**src/rtl/tcsp_pkg.sv**
```systemverilog
`timescale 1ns / 1ps
package tcsp_pkg;

  // Coordinate width of directions and support points (signed Q16.16)
  localparam int COORD_WIDTH = 32;
  // Width of radii and offsets, and of the rim-coordinate quotient
  localparam int QUO_WIDTH = 31;
  localparam int SINE_WIDTH = 17;
  localparam int MINLEN_WIDTH = 16;
  localparam int CFG_INDEX_WIDTH = 3;
  localparam int CFG_DATA_WIDTH = 32;
  // Cycles from an accepted request to its result strobe
  localparam int PIPE_DEPTH = COORD_WIDTH + QUO_WIDTH + 6;

  // Register indexes
  localparam logic [CFG_INDEX_WIDTH-1:0] REG_BOTTOM_RADIUS = 3'd0;
  localparam logic [CFG_INDEX_WIDTH-1:0] REG_TOP_RADIUS    = 3'd1;
  localparam logic [CFG_INDEX_WIDTH-1:0] REG_BOTTOM_OFFSET = 3'd2;
  localparam logic [CFG_INDEX_WIDTH-1:0] REG_TOP_OFFSET    = 3'd3;
  localparam logic [CFG_INDEX_WIDTH-1:0] REG_SIDE_SINE     = 3'd4;
  localparam logic [CFG_INDEX_WIDTH-1:0] REG_MIN_LENGTH    = 3'd5;

  // Y coordinate selection
  localparam logic [1:0] Y_ZERO   = 2'd0;
  localparam logic [1:0] Y_TOP    = 2'd1;
  localparam logic [1:0] Y_BOTTOM = 2'd2;

  typedef struct packed {
    logic signed [COORD_WIDTH-1:0] dir_x;
    logic signed [COORD_WIDTH-1:0] dir_y;
    logic signed [COORD_WIDTH-1:0] dir_z;
  } dir_t;

  typedef struct packed {
    logic signed [COORD_WIDTH-1:0] point_x;
    logic signed [COORD_WIDTH-1:0] point_y;
    logic signed [COORD_WIDTH-1:0] point_z;
  } point_t;

  // Signs and magnitudes carried alongside the square roots
  typedef struct packed {
    logic                   nx;
    logic                   ny;
    logic                   nz;
    logic [COORD_WIDTH-1:0] mx;
    logic [COORD_WIDTH-1:0] my;
    logic [COORD_WIDTH-1:0] mz;
  } side_t;

  // Output selection carried alongside the dividers
  typedef struct packed {
    logic       nx;
    logic       nz;
    logic       xz_zero;
    logic [1:0] ysel;
  } tail_t;

  // Apply sign to a magnitude, saturating to the signed coordinate range
  function automatic logic [COORD_WIDTH-1:0] encode(input logic neg,
                                                    input logic [QUO_WIDTH-1:0] mag);
    logic [63:0] m;
    logic [63:0] lim;
    m = 64'(mag);
    lim = (64'd1 << (COORD_WIDTH - 1)) - (neg ? 64'd0 : 64'd1);
    if (m > lim) begin
      m = lim;
    end
    return neg ? COORD_WIDTH'(64'd0 - m) : COORD_WIDTH'(m);
  endfunction

endpackage

```
**src/rtl/tcsp_div.sv**
```systemverilog
`timescale 1ns / 1ps
module tcsp_div
  import tcsp_pkg::*;
#(
  parameter int W = COORD_WIDTH
) (
  input  logic                   clk,
  input  logic [W+QUO_WIDTH-1:0] num,
  input  logic [W-1:0]           den,
  output logic [QUO_WIDTH-1:0]   quo
);

  logic [W-1:0]         rem_s [0:QUO_WIDTH];
  logic [QUO_WIDTH-1:0] low_s [0:QUO_WIDTH];
  logic [W-1:0]         den_s [0:QUO_WIDTH];
  logic [QUO_WIDTH-1:0] quo_s [0:QUO_WIDTH];

  // The quotient fits QUO_WIDTH bits, so the high part already sits below den
  assign rem_s[0] = num[W+QUO_WIDTH-1:QUO_WIDTH];
  assign low_s[0] = num[QUO_WIDTH-1:0];
  assign den_s[0] = den;
  assign quo_s[0] = '0;

  // Restoring division, one quotient bit per stage
  for (genvar k = 0; k < QUO_WIDTH; k++) begin : g_stage
    logic [W:0] t;
    logic       ge;

    always_comb begin
      t  = {rem_s[k], low_s[k][QUO_WIDTH-1]};
      ge = t >= {1'b0, den_s[k]};
    end

    always_ff @(posedge clk) begin
      rem_s[k+1] <= ge ? W'(t - {1'b0, den_s[k]}) : W'(t);
      low_s[k+1] <= {low_s[k][QUO_WIDTH-2:0], 1'b0};
      den_s[k+1] <= den_s[k];
      quo_s[k+1] <= {quo_s[k][QUO_WIDTH-2:0], ge};
    end
  end

  assign quo = quo_s[QUO_WIDTH];

endmodule

```
**config.mk**
```make
export PLATFORM = sky130hd
export DESIGN_NAME = tcsp_div
export DESIGN_NICKNAME = d
export VERILOG_FILES = /design/src/rtl/tcsp_pkg.sv /design/src/rtl/tcsp_div.sv
export SDC_FILE = /design/constraint.sdc
export NUM_CORES = 2
export LEC_CHECK = 0
export BUFFER_PORTS_ARGS = -buffer_cell sky130_fd_sc_hd__buf_4
export CORE_ASPECT_RATIO = 0.6
export CORE_MARGIN = 8
export CORE_UTILIZATION = 27
export DETAILED_ROUTE_END_ITERATION = 7
export PLACE_DENSITY = 0.49
export SLEW_MARGIN = 10
export SYNTH_ARGS = -nofsm -noshare
export SYNTH_HDL_FRONTEND = slang
export SYNTH_SLANG_ARGS = --single-unit
```
**constraint.sdc**
```tcl
create_clock -name clk -period 3.6 [get_ports clk]
set_input_delay 1.08 -clock clk [delete_from_list [all_inputs] [get_ports clk]]
set_output_delay 1.08 -clock clk [all_outputs]
set_load 0.02 [all_outputs]
```
-- Yosys cells after proc, flatten, opt, wreduce, memory -nomap -nowiden
Index checks and enable logic that the tools add are counted.
- word-level logic and storage cells: 212
- output and inout bits: 31
- input bits: 96
- register bits after elaboration: 2881
- order comparisons: 31
- add/subtract/negate cells: 30
- multiplexer cells: 30
- operators with widths (cell ; count):
    33-bit by 32-bit greater-or-equal comparator with 1-bit output ; 31
    32-bit 2-to-1 mux ; 30
    32-bit subtractor ; 30

-- Depth between registers and ports, before layout
- depth after elaboration: 2
- gate-level depth with buffers: 15
- depth with buffers taken out: 13

-- Worst setup path before layout
Ideal clock, no wire load.
- path type: input to register
- start: input port den[15]
- end: register rem_s, in the netlist g_stage[1].t[28]
- data arrival time: 3.603 ns
- path buffers: 2
- setup time: 0.121 ns
- stages on the path: 12
- required time: 3.479 ns
- path slack: -0.124 ns
- cell sequence: inv_1 > ha_1 > clkbuf_1 > nand2_1 > or4_1 > nor4_1 > a31oi_1 > nor2_1 > a2111oi_0 > o21ai_1 > clkbuf_1 > mux2_2
- cells in the longest elaborated chain, start to end: 2
- elaborated cells between the ends (all ways): 3
- classes of those cells: add/sub: 1; order compare: 1; mux: 1
- ends and longest elaborated chain (item ; RTL line ; text):
    start, declared ; tcsp_div.sv:9 ; input logic [W-1:0] den,
    32-bit subtractor / 33-bit by 32-bit greater-or-equal comparator with 1-bit output (equally long branches) ; tcsp_div.sv:35, tcsp_div.sv:31 ;
    32-bit 2-to-1 mux * ; tcsp_div.sv:35 ; rem_s[k+1] <= ge ? W'(t - {1'b0, den_s[k]}) : W'(t);
    end signal, assigned by index ; tcsp_div.sv:35 ;
    end, declared ; tcsp_div.sv:13 ; logic [W-1:0] rem_s [0:QUO_WIDTH];
Mark *: on every way between the ends. The rest lies on a longest branch, timed or not.

-- Worst setup path after layout
- start: register den_s[264] in the netlist's numbering
- end: register rem_s, in the netlist g_stage[24].t[30]
- cells in the longest elaborated chain, start to end: 2
- elaborated cells between the ends (all ways): 3
- classes of those cells: add/sub: 1; order compare: 1; mux: 1
- ends and longest elaborated chain (item ; RTL line ; text):
    start, declared ; tcsp_div.sv:15 ; logic [W-1:0] den_s [0:QUO_WIDTH];
    start signal, assigned by index ; tcsp_div.sv:37 ; den_s[k+1] <= den_s[k];
    32-bit subtractor / 33-bit by 32-bit greater-or-equal comparator with 1-bit output (equally long branches) ; tcsp_div.sv:35, tcsp_div.sv:31 ;
    32-bit 2-to-1 mux * ; tcsp_div.sv:35 ;
Marked as above.

==> metrics.md <==
| Metric | Value |
|---|---|
| Status | `complete, no violations` |
| Wire per inst | `17.7 um` |
| Sw Share | `0.391` |
| Vias/cell | `4.56` |
| Die ar. | `472,000 um^2` |
| Power Density | `about 1100 nW/um^2` |
| Chip width | `881 um` |
| Pwr Total | `159,000 uW` |
| Critical Path AT | `about 4.4 ns` |
| Num rows | `between 150 and 200` |
| Cts bufs inserted | `298` |
| Ys flop type | `dfxtp_1` |
| Ports | `roughly 130` |
| Type of destination of the critical path | `flip-flop` |
| Slew Limit Fails | `0` |
| Die height | `535 um` |
| Clock share of power | `0.202` |
| Area delta synth->final | `21.3%` |
| Port Buffer Count | `126` |
| Num Clock Sinks | `2,881` |
| Routed Antenna Nets | `0` |
| Netlist cell types | `97` |
| Nets | `14.6k` |
| Worst Skew | `0.0801 ns` |
| Gr usage total | `0.141` |
| Critical path launch point type | `flip-flop` |
| Hpwl dp | `272,000 um` |
| Clk buf depth | `4` |
| Lkg Pwr | `0.0670 uW` |
| Gr ovfl total | `0` |
| Critical Path Fanout Max | `16` |
| Clk_lat worst skew | `a little under 1 ns` |
| Tcrit/Tclk final | `0.997` |
| Final Wtd Congestion | `0.894` |
| Flop pwr share | `0.297` |
| Synthesis-stage register bit count | `between 2k and 3k` |
| Power share of the combinational group | `0.501` |
| Non-Filler Instances | `19.7k` |
| Tmin final | `3.59 ns` |
| Largest net degree at the start of global routing | `54` |
| Post-synth EDFFs | `0` |
| CP required | `4.38 ns` |
| Mapped Nets | `13.6k` |
| Initial Utilization | `0.271` |
| Post-route cell area | `147,000 um^2` |
| Final hold viol count | `0` |
| Int Pwr | `around 97,000 uW` |
| 1st-iter DRT viols | `7,303` |
| Sw Pwr | `62,100 uW` |
| Max Clk Rate | `279 MHz` |
| Syn Area/Cell | `between 9 and 10 um^2` |
| DRC violation count after routing | `0` |
| VDD IR max | `487 uV` |
| CTS H-tree depth | `5` |
| Final Util | `0.329` |
| WS Path Type | `reg2reg` |
| CTS tree | `done` |
| Hold crit path type | `in2reg` |
| Dpl cell area | `135,000 um^2` |
| Fraction of layout cells with a size suffix above 1 | `0.146` |
| Placed insts | `between 15k and 20k` |
| Initial antenna violation count | `52` |
| Worst slew pin tran | `0.902 ns` |
| Synth warn | `0` |
| Slew HR | `0.393` |
| Async SR Flop Fraction | `0` |
| Clk root buf | `clkbuf_16` |
| Reg clk slew, reported paths | `0.06 ns` |
| First-pass GRT wire length | `~520,000 um` |
| Via count | `around 90k` |
| Sequential area share after synthesis | `0.475` |
| Post-synthesis cell area | `between 100,000 and 150,000 um^2` |
| Final setup violation count | `0` |
| Core Area | `447,000 um^2` |
| DRT Pass-1 Iters | `7` |
| Vias in the first global route | `approximately 84k` |
| RSZ-0062 raised after global routing | `yes` |
| Max Cap Viol | `0` |
| Final wirelength | `349,000 um` |
| Cells after synthesis | `between 10k and 15k` |
power groups by stage:
| stage | Clock [uW] | Sequential (uW) | Combinational, uW |
|---|---|---|---|
| 2_1_floorplan | 0 | 45000 | 52000 |
| 3_3_place_gp | 0 | 47900 | 74700 |
| 3_5_place_dp | 0 | 47700 | 74700 |
| 4_1_cts | 33400 | 47200 | 75800 |
| 5_1_grt | 34800 | 48000 | 87400 |
| 6_report | 32100 | 47100 | 79500 |
final timing paths:
path | startpoint | endpoint | slack (ns) | cells past startpoint
worst max-delay path | den_s[264] | g_stage[24].t[30] | 0.01 | 13
worst min-delay path | num[20] | low_s[951] | 0.20 | 1
worst max register to register | den_s[264] | g_stage[24].t[30] | 0.01 | 13
worst min register to register | den_s[944] | den_s[912] | 0.30 | 0
layer usage:
metal,GRT usage,up-vias,part of all wire
li1,-,45400,-
met3,0.0499,427,0.10
met1,0.232,41300,0.55
met5,0.00376,-,0.0015
met2,0.164,2668,0.32
met4,0.0278,17,0.018
registers in the layout, summed over array words and instances (netlist names):
signal / cells
quo: 31
den_s: 960
quo_s: 465
g_stage.t: 990
low_s: 435
cells in the final DEF, fill, tap and decap left out, types with 41 or more instances in the layout:
cell          n
a211oi_1     79
xnor2_1     482
buf_12       47
nor3_1      145
clkbuf_16   315
o21ai_0     623
buf_4       943
a21oi_1     949
nor2b_1     127
nor2_1      628
o21bai_1    134
inv_1      1247
mux2_2      254
o31ai_1      59
nand2_1     826
a21o_1      514
ha_1        985
and3_1       95
o211ai_1     52
nand3_1     198
mux2_1      173
o21ai_1      93
nand4_1     176
clkinv_2     58
clkbuf_1     46
o21a_1      127
a31oi_1     111
xor2_1      311
nand2b_1    128
and2_1       44
clkbuf_8     41
dfxtp_1    2860
synth_stat cells (20+ instances only):
library cell / instances / share of area
a21o_1: 515 / 0.032
dfxtp_1: 2881 / 0.48
a221o_1: 21 / 0.0017
o21bai_1: 136 / 0.0084
nor2_1: 629 / 0.019
nand4_1: 176 / 0.0091
nor3_1: 149 / 0.0061
a21oi_1: 980 / 0.040
a211oi_1: 88 / 0.0054
inv_1: 1249 / 0.039
and3_1: 96 / 0.0050
and2_1: 44 / 0.0023
buf_2: 61 / 0.0025
xor2_1: 311 / 0.022
nand3_1: 202 / 0.0083
a2111oi_0: 21 / 0.0015
a31oi_1: 121 / 0.0062
clkbuf_1: 233 / 0.0072
or3_1: 33 / 0.0017
nand2_1: 827 / 0.026
nor2b_1: 128 / 0.0066
nor4_1: 41 / 0.0021
o2111ai_1: 22 / 0.0016
o21ai_1: 101 / 0.0042
o21a_1: 131 / 0.0081
o31ai_1: 77 / 0.0048
o21ai_0: 637 / 0.026
mux2_2: 255 / 0.024
a211o_1: 30 / 0.0022
a21boi_0: 32 / 0.0020
a31o_2: 27 / 0.0019
a221oi_1: 22 / 0.0016
nand2b_1: 130 / 0.0067
ha_1: 992 / 0.10
mux2_1: 174 / 0.016
o31a_1: 28 / 0.0020
mux2i_1: 34 / 0.0028
fa_1: 30 / 0.0050
buf_4: 33 / 0.0020
xnor2_1: 482 / 0.035
o211ai_1: 52 / 0.0032
o41ai_1: 20 / 0.0014
critical path: stages, from the launching register on:
cell and delay, ns:
dfxtp_1 0.34, inv_1 0.05, ha_1 0.31, nand2_1 0.14
or3_1 0.40, a21oi_2 0.22, o21ai_1 0.15, a21oi_2 0.25
o31a_1 0.45, o2111ai_1 0.23, a21oi_4 0.18, buf_4 0.17
clkbuf_16 0.21, mux2_1 0.34
final cells by class:
cell class                 instances  area (um^2)
tap                             5952         7450
antenna                           21         52.6
sequential                      2881        57700
clock buffer                     391         8340
multi-input combinational       8046        58600
inverter                        1252         4700
timing repair buffer            1014         8490
fill                           45600       300000
clock inverter                   145         1840
through the flow:
| stage | worst slack, ns | hold slack, ns | setup TNS (ns) |
|---|---|---|---|
| floorplan | 0.00397 | 0.310 | 0 |
| global placement | -0.684 | 0.309 | -24.07 |
| detailed placement | -0.745 | 0.312 | -26.34 |
| CTS | 0.00236 | 0.0916 | 0 |
| global route | -0.0328 | 0.133 | -0.486 |
| finish | 0.00957 | 0.204 | 0 |
kinds of logic after synthesis:
group / count (synthesis) / synth area share
adders and majority gates: 1022 / 0.107
xor gates and xnor gates: 793 / 0.0573
and+or+nand+nor: 2552 / 0.0994
AOI/OAI and AO/OA: 3216 / 0.167
DFF: 2881 / 0.475
buffers and inverters: 1591 / 0.0511
muxes: 463 / 0.0426
timing repair:
item | 4_1_cts | 5_1_grt
setup endpoints to repair | 125 | 591
hold buffers | 0 | 0
pin swaps | 15 | 56
gates cloned | 2 | 15
buffers inserted | 6 | 30
resized for setup | 31 | 189
No activity file was read; power rests on OpenSTA's default activity.
